**src/ray_sphere_sky_shader_unit_macros.svh**
```systemverilog
// Assertion macros; clk and arst_n are taken from the module that uses them.
`ifndef RAY_SPHERE_SKY_SHADER_UNIT_MACROS_SVH
`define RAY_SPHERE_SKY_SHADER_UNIT_MACROS_SVH
// same-cycle implication
`define RSSS_ASSERT_IMPL(label, ante, cons, msg) \
	label: assert property (@(posedge clk) disable iff (!arst_n) (ante) |-> (cons)) \
		else $error(msg);
// next-cycle implication
`define RSSS_ASSERT_NEXT(label, ante, cons, msg) \
	label: assert property (@(posedge clk) disable iff (!arst_n) (ante) |=> (cons)) \
		else $error(msg);
`endif

```
**src/rsss_pkg.sv**
```systemverilog
`default_nettype none
package rsss_pkg;
	localparam int FRAC_BITS = 16;
	localparam int MAX_WIDTH_DEF = 4096;
	localparam int MAX_HEIGHT_DEF = 4096;

	localparam int IDX_W = 12;
	localparam int DIR_W = 19;
	localparam int RAD_W = 18;
	localparam int CFG_IDX_W = 3;
	localparam int CFG_DATA_W = 19;
	localparam int PROD_W = IDX_W + 1 + DIR_W;
	localparam int MAG_W = DIR_W;
	localparam int SQ_W = 2 * (DIR_W - 1) + 1;
	localparam int A_W = SQ_W + 1;
	localparam int CZ2_W = SQ_W;
	localparam int C_W = CZ2_W + 1;
	localparam int AC_W = A_W + CZ2_W;
	localparam int ROOT_W = A_W / 2;
	localparam int NUM_W = MAG_W + FRAC_BITS;
	localparam int Q_W = FRAC_BITS + 1;

	localparam logic [CFG_IDX_W-1:0] REG_START_X = 3'd0;
	localparam logic [CFG_IDX_W-1:0] REG_START_Y = 3'd1;
	localparam logic [CFG_IDX_W-1:0] REG_STEP_X = 3'd2;
	localparam logic [CFG_IDX_W-1:0] REG_STEP_Y = 3'd3;
	localparam logic [CFG_IDX_W-1:0] REG_SPHERE_CZ = 3'd4;
	localparam logic [CFG_IDX_W-1:0] REG_SPHERE_R = 3'd5;

	localparam logic signed [DIR_W-1:0] START_X_RST = -19'sd116508;
	localparam logic signed [DIR_W-1:0] START_Y_RST = 19'sd65472;
	localparam logic signed [DIR_W-1:0] STEP_X_RST = 19'sd364;
	localparam logic signed [DIR_W-1:0] STEP_Y_RST = -19'sd364;
	localparam logic signed [DIR_W-1:0] SPHERE_CZ_RST = -19'sd65536;
	localparam logic [RAD_W-1:0] SPHERE_R_RST = 18'd32768;

	typedef struct packed {
		logic valid;
		logic hit;
		logic neg;
	} sb_t;
endpackage
`default_nettype wire

```
**src/rsss_div.sv**
```systemverilog
`default_nettype none
module rsss_div (
	input  wire logic                     clk,
	input  wire logic                     arst_n,
	input  wire logic                     en,
	input  wire rsss_pkg::sb_t            sb_in,
	input  wire logic [rsss_pkg::NUM_W-1:0]  num_in,
	input  wire logic [rsss_pkg::ROOT_W-1:0] den_in,
	output rsss_pkg::sb_t                 sb_out,
	output logic [rsss_pkg::Q_W-1:0]      quot_out
);
	import rsss_pkg::*;

	logic [NUM_W-1:0]  rem_i [Q_W];
	logic [NUM_W-1:0]  rem_s [Q_W];
	logic [ROOT_W-1:0] den_i [Q_W];
	logic [ROOT_W-1:0] den_s [Q_W];
	logic [Q_W-1:0]    q_i   [Q_W];
	logic [Q_W-1:0]    q_s   [Q_W];
	sb_t               sb_i  [Q_W];
	sb_t               sb_s  [Q_W];

	// restoring division, one quotient bit per stage; quotient never exceeds Q_W bits
	for (genvar j = 0; j < Q_W; j++) begin : g_st
		localparam int K = Q_W - 1 - j;
		logic [NUM_W-1:0] dsh;
		logic             ge;

		if (j == 0) begin : g_first
			assign rem_i[j] = num_in;
			assign den_i[j] = den_in;
			assign q_i[j]   = '0;
			assign sb_i[j]  = sb_in;
		end else begin : g_next
			assign rem_i[j] = rem_s[j-1];
			assign den_i[j] = den_s[j-1];
			assign q_i[j]   = q_s[j-1];
			assign sb_i[j]  = sb_s[j-1];
		end

		assign dsh = NUM_W'(den_i[j]) << K;
		assign ge  = rem_i[j] >= dsh;

		always_ff @(posedge clk or negedge arst_n) begin
			if (!arst_n) begin
				sb_s[j] <= '0;
			end else if (en) begin
				sb_s[j] <= sb_i[j];
			end
		end

		always_ff @(posedge clk) begin
			if (en) begin
				rem_s[j] <= ge ? (rem_i[j] - dsh) : rem_i[j];
				den_s[j] <= den_i[j];
				q_s[j]   <= ge ? (q_i[j] | (Q_W'(1) << K)) : q_i[j];
			end
		end
	end

	assign sb_out   = sb_s[Q_W-1];
	assign quot_out = q_s[Q_W-1];
endmodule
`default_nettype wire

```
**config.mk**
```make
export PLATFORM = sky130hd
export DESIGN_NAME = rsss_div
export DESIGN_NICKNAME = d
export VERILOG_FILES = /design/src/ray_sphere_sky_shader_unit_macros.svh /design/src/rsss_pkg.sv /design/src/rsss_div.sv
export SDC_FILE = /design/constraint.sdc
export NUM_CORES = 2
export LEC_CHECK = 0
export ABC_AREA = 1
export BUFFER_PORTS_ARGS = -buffer_cell sky130_fd_sc_hd__buf_2
export CORE_UTILIZATION = 32
export DETAILED_ROUTE_END_ITERATION = 10
export SYNTH_ARGS = -nofsm -noshare
export SYNTH_HDL_FRONTEND = slang
export SYNTH_SLANG_ARGS = --single-unit
```
**constraint.sdc**
```tcl
create_clock -name clk -period 2.3 [get_ports clk]
set_input_delay 0.115 -clock clk [delete_from_list [all_inputs] [get_ports clk]]
set_output_delay 0.115 -clock clk [all_outputs]
set_load 0.05 [all_outputs]
```
==> After elaboration in Yosys (flattened, before gate mapping) <==
Memory sizes are Yosys's and may differ from the RTL's.
Index checks and enable logic that the tools add are counted.
{ "totals": {"ff_bits": 51, "latch_bits": 0, "ramBits": 1207, "romBits": 0, "in_bits": 60, "output_inout_bits": 20, "elab_cells": 124, "mem_count": 3} }
{ "memory_table": {"columns": ["name", "depth", "word_bits", "read_ports", "rd_ports_with_merged_regs", "wr", "line_no", "text"], "rows": [
  ["rem_s", 17, 35, 16, 0, 17, "rsss_div.sv:15", "logic [NUM_W-1:0] rem_s [Q_W];"],
  ["den_s", 17, 19, 16, 0, 17, "rsss_div.sv:17", "logic [ROOT_W-1:0] den_s [Q_W];"],
  ["q_s", 17, 17, 17, 0, 17, "rsss_div.sv:19", "logic [Q_W-1:0] q_s [Q_W];"]
]} }
{ "classes": {"addsub": 17, "n_mul": 0, "div": 0, "order_cmp": 17, "eq_ne": 0, "n_shift": 0, "n_mux": 36, "bitwise": 0, "reduce_logical": 0} }
{ "ops": {"columns": ["op", "count"], "rows": [
  ["$mux 35", 17],
  ["$ge 35x19->1", 1],
  ["$ge 35x20->1", 1],
  ["$ge 35x21->1", 1],
  ["$ge 35x22->1", 1],
  ["$ge 35x23->1", 1],
  ["$ge 35x24->1", 1],
  ["$ge 35x25->1", 1],
  ["$ge 35x26->1", 1],
  ["$ge 35x27->1", 1],
  ["$ge 35x28->1", 1],
  ["$ge 35x29->1", 1],
  ["$ge 35x30->1", 1],
  ["$ge 35x31->1", 1],
  ["$ge 35x32->1", 1],
  ["$ge 35x33->1", 1],
  ["$ge 35x34->1", 1],
  ["$ge 35x35->1", 1],
  ["$sub 35x19->35", 1],
  ["$sub 35x20->35", 1],
  ["$sub 35x21->35", 1],
  ["$sub 35x22->35", 1],
  ["$sub 35x23->35", 1],
  ["$sub 35x24->35", 1],
  ["other kinds (28)", 30]
]} }

==> Longest topological paths before layout <==
An unclocked memory read counts as a cell.
{ "depth": {"ltp_word": 3, "ltp_mapped": 16, "ltp_nobuf": 16} }

==> Worst setup path after synthesis <==
Ideal clock, no wire load.
{ "synth_path": {"kind": "register to register", "from": "memory den_s[0][76] (netlist name)", "to": "memory rem_s[0][200] (netlist name) (data pin)", "setup_ps": 257, "arrival_ps": 2011, "required_time_ps": 2043, "slack_ps": 32, "path_stages_with_launch": 16, "path_buffers": 1, "period_less_slack_ps": 2268, "cell_sequence": "edfxtp_1 -> ha_1 -> fa_1 -> inv_1 -> nand3_1 -> nand2_2 -> nand2_1 -> nand2_1 -> nand3_1 -> nand2_1 -> nand2_2 -> nand2_4 -> inv_4 -> buf_6 -> nand2_1 -> o21ai_2"} }
{ "synth_lines": {"columns": ["element", "line_no"], "rows": [
  ["start, declared", "rsss_div.sv:17"],
  ["end, declared", "rsss_div.sv:15"]
]} }

==> flow_metrics.py <==
metrics = {
    "grt": {
        "grt_pass1_wl_mm": 313,
        "grt_max_degree": 99,
        "grt_pass1_vias": 56300,
        "antenna_found_initial": 1,
        "grt_use_total_pct": 20.5,
        "grt_overflow_total": 0,
    },
    "setup_path": {
        "path_class": "reg -> reg",
        "rr_worst_depth": 17,
        "crit_chain": "inv_2, ha_4, inv_4, fa_2, nand2_2, nand2_2, nand4_1, nand2_2, nand2_2, nand2_4, nand2_4, buf_6, nand3_4, buf_12, buf_16, nand2_1, nand2_1",
        "critical_path.top_delay_family": "simple AND/OR/NAND/NOR gates",
        "critPathLaunchType": "register",
        "critPathCaptureType": "register",
        "worstPathArrival_ns": 3.04,
        "cp_common_cell": "nand2_2",
        "cp_slowest_cell": "edfxtp_1",
        "cp_num_cells": 17,
        "critPathBufInv": 5,
        "critPathMaxStageDelay_ns": 0.41,
        "path_max_fanout": 6,
        "required_ns": 2.81,
    },
    "cts": {
        "clockRootBuffer": "clkbuf_16",
        "clkSlewWorstSetupHoldPaths_ns": 0.06,
        "cts_max_level": 3,
        "clock_sinks": 1068,
        "numCtsBuffers": 120,
        "clockBufferDepth": 3,
        "cts_tree": "done",
        "clock_latency_ns": 0.81,
    },
    "floorplan": {
        "initial_utilization_pct": 32.3,
        "die_w_um": 444,
        "die_y_um": 444,
        "core_um2": 193000,
        "num_rows": 161,
        "ioPinCount": 80,
        "die_area_um2": 197000,
    },
    "placed_design": {
        "dpl-instance-area_um2": 75700,
        "globalplace.congestion": 0.956,
        "post-dp-hpwl_mm": 160,
        "io_buffer_count": 79,
    },
    "finish": {
        "final_nets": 9490,
        "design_area_um2": 91100,
        "layout-drive-gt1-share_pct": 35.3,
        "syn_to_final_growth_pct": 46.0,
        "antenna_cells": 0,
        "final_cell_mix": "nand2_1 (1691), buf_4 (1511), edfxtp_1 (1017), inv_1 (966), nor2_1 (566)",
        "mostFrequentLayoutCell": "nand2_1",
    },
    "yosys": {
        "synth_seq_cells": 1068,
        "synth_nets": 7586,
        "ys_warn_count": 0,
        "synth.largest_area_cell": "edfxtp_1",
        "synth_edf_count": 1017,
        "ys_async_sr_fraction_pct": 4.78,
        "yosysSeqAreaShare_pct": 50.9,
        "yosys.area.top_type_share_pct": 48.9,
        "synth.avg_cell_area_um2": 8.69,
        "synthTopCellsByArea": "edfxtp_1 (49%), nand2_1 (13%), ha_1 (6.5%)",
        "syn-cell-area_um2": 62400,
        "synthFlopType": "edfxtp_1",
        "postSynthCellCount": 7187,
        "yosysUniqueCellTypes": 57,
    },
    "run_status": {
        "outcome": "finished with violations",
        "failed_checks": "setup timing",
    },
    "sta": {
        "max_slew.worst_pin.slew_ns": 0.846,
        "rsz0062_at_grt": "yes",
        "clock_skew_ns": 0.117,
        "maxSlewViolCount": 0,
        "relSlewSlack_pct": 43.2,
        "period_needed_ns": 2.52,
        "fin_crit_sh_pct": 110,
        "finalSetupViolCount": 192,
        "hold_viol": 0,
        "fin_ws_ns": -0.225,
        "fmax_mhz": 396,
    },
    "worst_hold_path": {
        "hold_path_depth": 2,
        "hp-class": "in -> reg",
    },
    "drt": {
        "drtIter0Drc": 3144,
        "top_layer_used": "met5",
        "antenna_left": 0,
        "drc": 0,
        "route.met3.wl_mm": 6.75,
        "drt-met1-wl_mm": 82.0,
        "routed_via_density": 4.77,
        "dr.pass1.iters": 6,
        "met2WireLength_mm": 112,
        "via_count": 55900,
        "routedWlPerCell_um": 18.2,
        "wirelength_mm": 214,
    },
    "power_and_ir_drop": {
        "p_comb_share_pct": 51.9,
        "p_int_uw": 62900,
        "pwr-share-seq_pct": 29.5,
        "p_per_area_nw_per_um2": 1130,
        "clock_power_share_pct": 18.6,
        "p_leak_uw": 0.0403,
        "fin_total_pwr_uw": 103000,
        "power.switching_uw": 40200,
        "switching_share_pct": 39.0,
        "max-vdd-ir-drop_v": 0.000744,
    },
    "flow_run": {
        "cap_violations": 0,
    },
}
## flip-flops by register name, summed over array words and instances (netlist names)
name / cells
rem_s: 560
den_s: 304
q_s: 153
sb_i: 48
sb_out: 3
## stage by stage
stage	setup slack (ns)	utilization, %	TNS (ns)	hold WS [ns]	std cells
final	-0.225	47.2	-14.49	0.0773	11700
after detailed placement	-0.738	39.2	-71.06	0.173	11000
after global routing	-0.330	47.2	-36.04	0.0410	11700
after global placement	-0.711	39.2	-72.68	0.162	11000
after CTS	-0.245	44.2	-16.38	0.00182	11500
after floorplan	0.0319	-	0	-0.181	7187
## Yosys cell counts, types with 18 or more instances
library cell	number
buf_4	18
nor4_1	27
nand2_2	20
o21ai_2	53
ha_1	323
nor3_1	95
xnor2_1	121
xor2_1	102
edfxtp_1	1017
o21ai_1	52
nor2_1	657
inv_1	1051
o21ai_0	283
nand2_1	2115
buf_6	30
a21oi_1	428
nand4_1	150
a21o_1	22
nand3b_1	52
dfrtp_1	51
nand3_1	334
## worst register-to-register path, stage by stage (launching register included)
cell and delay [ns]:
edfxtp_1 0.41, inv_2 0.11, ha_4 0.15, inv_4 0.04, fa_2 0.34, nand2_2 0.08, nand2_2 0.06, nand4_1 0.09
nand2_2 0.10, nand2_2 0.09, nand2_4 0.06, nand2_4 0.07, buf_6 0.11, nand3_4 0.15, buf_12 0.19, buf_16 0.14
nand2_1 0.06, nand2_1 0.05
## routing by layer
metal	global-route usage [%]	vias up
met2	38.5	1245
met5	0	-
met4	10.9	2
li1	-	27700
met3	2.14	480
met1	22.4	26400
## power by group through the flow
stage / combinational (uW) / clock, uW / sequential [uW]
after floorplan: 23500 / 0 / 28600
after global placement: 42700 / 0 / 30300
after detailed placement: 42800 / 0 / 30300
after CTS: 47100 / 19800 / 30000
after global routing: 58300 / 20400 / 30700
final: 53500 / 19200 / 30400
## area by class of cell
type | instances | area, um2
fillers | 17800 | 102000
repair buffers | 1840 | 15500
inverters | 1061 | 4090
well taps | 2526 | 3160
flip-flops and latches | 1068 | 31800
clock buffers | 142 | 3120
clock inverters | 81 | 880
multi-input cells | 4991 | 32500
repair inverters | 9 | 103
## cell families (layout without fill, tap and decap cells)
kind of cell | Yosys count | after routing | synth area share, %
simple gates | 3521 | 3523 | 23.6
buf+inv | 1134 | 3133 | 7.35
flops | 1068 | 1068 | 50.9
compound gates | 899 | 903 | 7.96
fa+ha+maj | 339 | 339 | 6.98
xor+xnor | 223 | 223 | 3.13
mux | 3 | 3 | 0.0541
## path summary, 6_finish.rpt
check                                        start                 endpoint  slack [ns]
hold reg to reg              q_s[0][260]$_DFFE_PP_    q_s[0][277]$_DFFE_PP_        0.38
setup reg to reg           rem_s[0][423]$_DFFE_PP_  rem_s[0][463]$_DFFE_PP_       -0.22
min in group asynchronous                   arst_n     sb_i[36]$_DFFE_PN0P_        0.49
setup / recovery           rem_s[0][423]$_DFFE_PP_  rem_s[0][463]$_DFFE_PP_       -0.22
max in group asynchronous                   arst_n     sb_i[25]$_DFFE_PN0P_        1.58
hold / removal                           den_in[5]    den_s[0][5]$_DFFE_PP_        0.08
## what timing repair did
item / 4_1_cts / 5_1_grt
hold buffers: 65 / 0
gates cloned: 27 / 27
buffers inserted: 209 / 184
pin swaps: 162 / 311
gates resized for setup: 701 / 971
hold endpoints to repair: 269 / 0
endpoints found under the setup margin: 387 / 415
Note: power is estimated with default switching activity, not from simulation.
