==> src/ray_sphere_sky_shader_unit_macros.svh <==
// Assertion macros; clk and arst_n are taken from the module that uses them.
`ifndef RAY_SPHERE_SKY_SHADER_UNIT_MACROS_SVH
`define RAY_SPHERE_SKY_SHADER_UNIT_MACROS_SVH
// same-cycle implication
`define RSSS_ASSERT_IMPL(label, ante, cons, msg) \
	label: assert property (@(posedge clk) disable iff (!arst_n) (ante) |-> (cons)) \
		else $error(msg);
// next-cycle implication
`define RSSS_ASSERT_NEXT(label, ante, cons, msg) \
	label: assert property (@(posedge clk) disable iff (!arst_n) (ante) |=> (cons)) \
		else $error(msg);
`endif

==> src/rsss_pkg.sv <==
`default_nettype none
package rsss_pkg;
	localparam int FRAC_BITS = 16;
	localparam int MAX_WIDTH_DEF = 4096;
	localparam int MAX_HEIGHT_DEF = 4096;

	localparam int IDX_W = 12;
	localparam int DIR_W = 19;
	localparam int RAD_W = 18;
	localparam int CFG_IDX_W = 3;
	localparam int CFG_DATA_W = 19;
	localparam int PROD_W = IDX_W + 1 + DIR_W;
	localparam int MAG_W = DIR_W;
	localparam int SQ_W = 2 * (DIR_W - 1) + 1;
	localparam int A_W = SQ_W + 1;
	localparam int CZ2_W = SQ_W;
	localparam int C_W = CZ2_W + 1;
	localparam int AC_W = A_W + CZ2_W;
	localparam int ROOT_W = A_W / 2;
	localparam int NUM_W = MAG_W + FRAC_BITS;
	localparam int Q_W = FRAC_BITS + 1;

	localparam logic [CFG_IDX_W-1:0] REG_START_X = 3'd0;
	localparam logic [CFG_IDX_W-1:0] REG_START_Y = 3'd1;
	localparam logic [CFG_IDX_W-1:0] REG_STEP_X = 3'd2;
	localparam logic [CFG_IDX_W-1:0] REG_STEP_Y = 3'd3;
	localparam logic [CFG_IDX_W-1:0] REG_SPHERE_CZ = 3'd4;
	localparam logic [CFG_IDX_W-1:0] REG_SPHERE_R = 3'd5;

	localparam logic signed [DIR_W-1:0] START_X_RST = -19'sd116508;
	localparam logic signed [DIR_W-1:0] START_Y_RST = 19'sd65472;
	localparam logic signed [DIR_W-1:0] STEP_X_RST = 19'sd364;
	localparam logic signed [DIR_W-1:0] STEP_Y_RST = -19'sd364;
	localparam logic signed [DIR_W-1:0] SPHERE_CZ_RST = -19'sd65536;
	localparam logic [RAD_W-1:0] SPHERE_R_RST = 18'd32768;

	typedef struct packed {
		logic valid;
		logic hit;
		logic neg;
	} sb_t;
endpackage
`default_nettype wire

==> src/rsss_isqrt.sv <==
`default_nettype none
module rsss_isqrt (
	input  wire logic                    clk,
	input  wire logic                    arst_n,
	input  wire logic                    en,
	input  wire rsss_pkg::sb_t           sb_in,
	input  wire logic [rsss_pkg::A_W-1:0]    a_in,
	input  wire logic [rsss_pkg::MAG_W-1:0]  mag_in,
	output rsss_pkg::sb_t                sb_out,
	output logic [rsss_pkg::ROOT_W-1:0]  root_out,
	output logic [rsss_pkg::MAG_W-1:0]   mag_out
);
	import rsss_pkg::*;

	localparam int TW = A_W + 2;

	logic [A_W-1:0]    rem_i  [ROOT_W];
	logic [A_W-1:0]    rem_s  [ROOT_W];
	logic [ROOT_W-1:0] root_i [ROOT_W];
	logic [ROOT_W-1:0] root_s [ROOT_W];
	logic [MAG_W-1:0]  mag_i  [ROOT_W];
	logic [MAG_W-1:0]  mag_s  [ROOT_W];
	sb_t               sb_i   [ROOT_W];
	sb_t               sb_s   [ROOT_W];

	// one root bit per stage, msb first
	for (genvar j = 0; j < ROOT_W; j++) begin : g_st
		localparam int I = ROOT_W - 1 - j;
		logic [TW-1:0] trial;
		logic          ge;

		if (j == 0) begin : g_first
			assign rem_i[j]  = a_in;
			assign root_i[j] = '0;
			assign mag_i[j]  = mag_in;
			assign sb_i[j]   = sb_in;
		end else begin : g_next
			assign rem_i[j]  = rem_s[j-1];
			assign root_i[j] = root_s[j-1];
			assign mag_i[j]  = mag_s[j-1];
			assign sb_i[j]   = sb_s[j-1];
		end

		assign trial = (TW'(root_i[j]) << (I + 1)) + (TW'(1) << (2 * I));
		assign ge    = TW'(rem_i[j]) >= trial;

		always_ff @(posedge clk or negedge arst_n) begin
			if (!arst_n) begin
				sb_s[j] <= '0;
			end else if (en) begin
				sb_s[j] <= sb_i[j];
			end
		end

		always_ff @(posedge clk) begin
			if (en) begin
				rem_s[j]  <= ge ? (rem_i[j] - trial[A_W-1:0]) : rem_i[j];
				root_s[j] <= ge ? (root_i[j] | (ROOT_W'(1) << I)) : root_i[j];
				mag_s[j]  <= mag_i[j];
			end
		end
	end

	assign sb_out   = sb_s[ROOT_W-1];
	assign root_out = root_s[ROOT_W-1];
	assign mag_out  = mag_s[ROOT_W-1];
endmodule
`default_nettype wire

==> config.mk <==
export PLATFORM = sky130hd
export DESIGN_NAME = rsss_isqrt
export DESIGN_NICKNAME = d
export VERILOG_FILES = /design/src/ray_sphere_sky_shader_unit_macros.svh /design/src/rsss_pkg.sv /design/src/rsss_isqrt.sv
export SDC_FILE = /design/constraint.sdc
export NUM_CORES = 1
export LEC_CHECK = 0
export BUFFER_PORTS_ARGS = -buffer_cell sky130_fd_sc_hd__buf_4
export CAP_MARGIN = 10
export CORE_ASPECT_RATIO = 0.9
export CORE_UTILIZATION = 30
export CTS_CLUSTER_SIZE = 10
export DETAILED_ROUTE_END_ITERATION = 8
export PLACE_DENSITY = 0.53
export SETUP_SLACK_MARGIN = 0.5
export SLEW_MARGIN = 40
export SYNTH_ARGS = -nofsm -noshare
export SYNTH_HDL_FRONTEND = slang
export SYNTH_SLANG_ARGS = --single-unit
==> constraint.sdc <==
create_clock -name clk -period 3.3 [get_ports clk]
set_input_delay 0.33 -clock clk [delete_from_list [all_inputs] [get_ports clk]]
set_output_delay 0.33 -clock clk [all_outputs]
set_load 0.005 [all_outputs]
## Yosys cells after proc, flatten, opt, wreduce, memory -nomap -nowiden

Memories as Yosys holds them, arrays and structs flattened.
Cells that the tools add are included.

| word-level totals | value |
|---|---|
| register bits after elaboration | 57 |
| RAM bits | 1444 |
| bits of input ports | 63 |
| word-level logic and storage cells | 156 |
| memories kept | 3 |

Memories:

| memory | depth | bits a word | read ports | clocked after Yosys merged registers in | write ports | line | text |
|---|---|---|---|---|---|---|---|
| rem_s | 19 | 38 | 18 | 0 | 19 | rsss_isqrt.sv:18 | `logic [A_W-1:0] rem_s [ROOT_W];` |
| mag_s | 19 | 19 | 19 | 0 | 19 | rsss_isqrt.sv:22 | `logic [MAG_W-1:0] mag_s [ROOT_W];` |
| root_s | 19 | 19 | 19 | 0 | 19 | rsss_isqrt.sv:20 | `logic [ROOT_W-1:0] root_s [ROOT_W];` |

| cells by class | value |
|---|---|
| $add $sub $neg | 37 |
| $lt $le $gt $ge | 19 |
| muxes and demuxes | 40 |

Operators with widths:

| cell | count |
|---|---|
| 2-to-1 mux 38 bit | 19 |
| adder 37 x 35 -> 38 bit, second input constant | 1 |
| greater-or-equal comparator 38 x 21 -> 1 bit | 1 |
| greater-or-equal comparator 38 x 22 -> 1 bit | 1 |
| greater-or-equal comparator 38 x 23 -> 1 bit | 1 |
| greater-or-equal comparator 38 x 24 -> 1 bit | 1 |
| greater-or-equal comparator 38 x 25 -> 1 bit | 1 |
| greater-or-equal comparator 38 x 26 -> 1 bit | 1 |
| greater-or-equal comparator 38 x 27 -> 1 bit | 1 |
| greater-or-equal comparator 38 x 28 -> 1 bit | 1 |
| greater-or-equal comparator 38 x 29 -> 1 bit | 1 |
| greater-or-equal comparator 38 x 30 -> 1 bit | 1 |
| greater-or-equal comparator 38 x 31 -> 1 bit | 1 |
| greater-or-equal comparator 38 x 32 -> 1 bit | 1 |
| greater-or-equal comparator 38 x 33 -> 1 bit | 1 |
| greater-or-equal comparator 38 x 34 -> 1 bit | 1 |
| greater-or-equal comparator 38 x 35 -> 1 bit | 1 |
| greater-or-equal comparator 38 x 36 -> 1 bit | 1 |
| greater-or-equal comparator 38 x 37 -> 1 bit | 1 |
| greater-or-equal comparator 38 x 37 -> 1 bit, second input constant | 1 |
| greater-or-equal comparator 38 bit | 1 |
| subtractor 38 x 21 -> 38 bit | 1 |
| subtractor 38 x 22 -> 38 bit | 1 |
| subtractor 38 x 23 -> 38 bit | 1 |
| other kinds (52) | 54 |

## Logic depth before layout (Yosys ltp)

An unclocked memory read counts as a cell.

| logic depth | value |
|---|---|
| depth in word-level cells | 4 |
| gate-level depth with buffers | 13 |
| depth with buffers taken out | 11 |

## Worst setup path after synthesis

No wires, ideal clock.

| path | value |
|---|---|
| path type | register to register |
| start | memory rem_s[16][4] (netlist bit) |
| end | memory rem_s[17][26] (netlist bit), data pin |
| arrival time | 2.562 ns |
| required time | 3.041 ns |
| path slack | 0.479 ns |
| stages on the path, launching flop included | 10 |
| clock period less this slack | 2.821 ns |
| path through | edfxtp_1 ha_1 nor2b_1 o31a_1 o41ai_2 o2111a_1 o211ai_2 or3_1 or3_1 xnor2_1 |

RTL lines:

| item | line |
|---|---|
| from (decl) | rsss_isqrt.sv:18 |

==> impl_metrics.py <==
metrics = {
    "status": {
        "outcome": "finished clean",
    },
    "timing": {
        "max_freq_mhz": 340,
        "rsz0062_at_grt": "yes",
        "tightest_slew_ns": 0.774,
        "fin_crit_sh_pct": 89.2,
        "setup_ws_ns": 0.357,
        "hold_viol_final": 0,
        "final-max-slew-violation-count": 0,
        "min_period_ns": 2.94,
        "relSlewSlack_pct": 47.9,
        "final.setup.tns_ns": 0,
        "setup_violations": 0,
        "skew_ns": 0.0719,
    },
    "global_routing": {
        "overflow": 0,
        "antenna_found_initial": 1,
        "grt_max_degree": 135,
        "grt_pass1_vias": 30300,
        "track_usage_pct": 10.5,
        "grt_pass1_wl_um": 156000,
    },
    "cts": {
        "clk_latency_ns": 0.83,
        "cts_root_buffer": "clkbuf_16",
        "ctsLongestPathBuffers": 3,
        "cts_tree": "built",
        "clkSinkCount": 1292,
        "cts_buffers": 154,
        "path_clk_slew_ns": 0.05,
        "htree_levels": 4,
    },
    "synthesis": {
        "ys.warnings.count": 0,
        "synth_edf_count": 1235,
        "synth-seq-cells": 1292,
        "async_reset_ff_share_pct": 4.41,
        "synth_area_per_cell_um2": 14.7,
        "synth.net_count": 3952,
        "seq_area_frac_synth_pct": 71.0,
        "syn_inst": 3684,
        "ys_types": 84,
        "synthFlopType": "edfxtp_1",
        "syn_area_um2": 54200,
    },
    "floorplan": {
        "core-area_um2": 179000,
        "rows": 147,
        "die_h_um": 405,
        "start_util_pct": 30.3,
        "die_area_um2": 182000,
        "pin_count": 104,
        "die_w_um": 450,
    },
    "job": {
        "drv_cap": 0,
    },
    "pwr": {
        "p_leak_nw": 24.1,
        "clkPwrFrac_pct": 35.6,
        "finalPower_mw": 43.1,
        "power.density_nw_per_um2": 650,
        "power.switching_mw": 11.0,
        "p_sw_share_pct": 25.6,
        "power_frac_comb_pct": 14.5,
        "p_int_mw": 32.1,
        "ir_drop_v": 0.000497,
        "seqPwrFrac_pct": 50.0,
    },
    "setup_path": {
        "crit_top_cell": "or3_4",
        "crit_slowest_cell": "edfxtp_1",
        "arrival_ns": 3.45,
        "r2r-start": "rem_s[16][4]",
        "critical_path.startpoint": "rem_s[16][4]",
        "crit_type": "reg -> reg",
        "path_max_fanout": 3,
        "critPathLaunchType": "register",
        "path_cells": "ha_4 -> nor2b_4 -> o31a_1 -> o41ai_2 -> buf_4 -> o2111a_2 -> o211ai_2 -> or3_4 -> or3_4 -> xnor2_1",
        "cp.required_ns": 3.81,
        "max_stage_delay_ns": 0.43,
        "r2r_slack_ns": 0.36,
        "crit_path_end_kind": "register",
    },
    "routing": {
        "drtAntennaViolNets": 0,
        "num_vias": 29800,
        "firstDrtPassIters": 5,
        "wl_per_cell_um": 15.0,
        "via_per_inst": 4.53,
        "drtIter0Drc": 1494,
        "wirelength_um": 98800,
        "drc_errors": 0,
    },
    "place": {
        "dp_hpwl_um": 65800,
        "postPlaceCellArea_um2": 58700,
        "gp_congestion": 0.870,
        "pre_cts_ws_ns": 0.168,
        "port_buffers": 103,
    },
    "layout": {
        "fill_cells": 16700,
        "design_area_um2": 66300,
        "fin_nets": 4393,
        "synthToLayoutAreaGrowth_pct": 22.3,
        "drive_gt1_share_pct": 19.4,
        "multi_input_area_um2": 16200,
        "regArea_um2": 38500,
    },
    "hold_path": {
        "holdCritPathClass": "in -> async",
    },
}
## flip-flops by register name (all words and copies together), names as in the netlist
signal / count
mag_s: 361
rem_s: 684
sb_out: 3
root_s: 190
sb_i: 54
## per-layer routing
| layer | track usage (%) | vias up | routed length, um |
|---|---|---|---|
| li1 | - | 14700 | - |
| met1 | 11.8 | 14400 | 40900 |
| met2 | 18.7 | 494 | 49900 |
| met3 | 2.37 | 252 | 3590 |
| met4 | 5.26 | 0 | 4400 |
| met5 | 0 | - | 0 |
## synthesized netlist by cell type, drive strengths merged (17+ instances only)
library cell  instances  share of area, %
nor4b                18              0.29
nor2b                28              0.32
inv                 252               1.7
nand4                35              0.40
mux2                 83               1.8
o21ai               160               1.5
o21a                 47              0.65
buf                  22              0.24
a21o                 37              0.51
a21oi               182               1.7
edfxtp             1235                68
a211oi               19              0.27
xnor2               143               2.3
ha                  205               4.7
o31ai                19              0.26
nor3                 88              0.85
nand2b               47              0.54
nor4                113               1.3
or4                  17              0.24
nand3                56              0.53
dfrtp                57               2.6
nor2                211               1.5
xor2                141               2.3
clkbuf               25              0.17
or2                  17              0.20
nand2               209               1.4
and3                 18              0.21
or3                  23              0.27
## cells in the final DEF (no fill, tap or decap), types with 12 or more instances in the layout
cell type and instances:
mux2_2 78, nor2b_1 25, nor2_1 199, dlygate4sd3_1 63, clkbuf_1 30, a21o_1 37
ha_2 15, buf_4 232, a21oi_1 168, a211oi_1 14, and2_1 15, o31ai_1 14
nor3_1 73, o211ai_1 14, o21a_1 47, o21ai_1 15, o21ai_0 125, dfrtp_1 57
xor2_1 140, ha_4 41, buf_12 23, nand2b_1 46, nor3_2 13, inv_1 242
clkinv_16 15, and3_1 13, nand2_1 193, nor4_1 83, o21ai_2 20, nor4_2 21
nand3_1 49, ha_1 149, clkbuf_16 159, nand4_1 35, edfxtp_1 1235, or3_1 20
xnor2_1 143, a21oi_2 12
## cells by family (layout without fill, tap and decap cells)
family | after synthesis | after routing | share of synthesized area [%]
adders and majority gates | 205 | 205 | 4.73
buffers and inverters | 299 | 803 | 2.15
AOI/OAI and AO/OA | 571 | 571 | 6.58
muxes | 91 | 91 | 1.90
xor gates and xnor gates | 284 | 284 | 4.59
other | 0 | 2 | 0
and+or+nand+nor | 942 | 942 | 9.00
DFF | 1292 | 1292 | 71.0
## worst max-delay path, delay by kind of cell, from the launching register on
| family | cells | cell delay (ns) |
|---|---|---|
| AO/OA/AOI/OAI | 4 | 0.84 |
| AND/OR/NAND/NOR | 3 | 0.81 |
| flip-flops | 1 | 0.43 |
| adder cells (fa/ha/maj) | 1 | 0.27 |
| buffers and inverters | 1 | 0.19 |
| XOR/XNOR | 1 | 0.13 |
## repair_timing
action                                  CTS  global route
hold buffers                             63             0
gates cloned                              1             6
pin swaps                                33            67
gates resized for setup                 114           234
setup buffers                            24            44
hold endpoints to repair                159             0
endpoints found under the setup margin  172           204
## path summary, 6_finish.rpt
| check | end | depth (start not counted) |
|---|---|---|
| worst max-delay path | rem_s[17][26] | 10 |
| worst min-delay path | sb_i[29] | 2 |
| worst max register to register | rem_s[17][26] | 10 |
| worst min register to register | mag_s[14][11] | 0 |
| max in group asynchronous | sb_i[0] | 2 |
| min in group clk | rem_s[0][15] | 2 |
## per-stage QoR
stage / util (%) / cells / hold WS [ns]
after floorplan: - / 3684 / 0.0344
after global placement: 32.8 / 6215 / 0.400
after detailed placement: 32.8 / 6215 / 0.405
after CTS: 36.2 / 6522 / 0.0865
after global routing: 37.0 / 6573 / 0.153
final: 37.0 / 6574 / 0.140
## power groups by stage
stage,logic (mW),clock network (mW),registers [mW]
after global routing,6.91,16.5,21.8
after CTS,5.87,15.9,21.5
final,6.23,15.3,21.5
after detailed placement,5.56,0,21.8
after global placement,5.49,0,21.7
after floorplan,3.98,0,21.3
## final cells by class
| cell class | count | share of cell area, % |
|---|---|---|
| clock buffers | 187 | 6.05 |
| repair buffers | 332 | 4.65 |
| clock inverters | 32 | 0.878 |
| flip-flops and latches | 1292 | 58.1 |
| multi-input cells | 2093 | 24.4 |
| well taps | 2384 | 4.50 |
| diodes | 2 | 0.00755 |
| inverters | 252 | 1.43 |
Note: power is estimated with default switching activity, not from simulation.
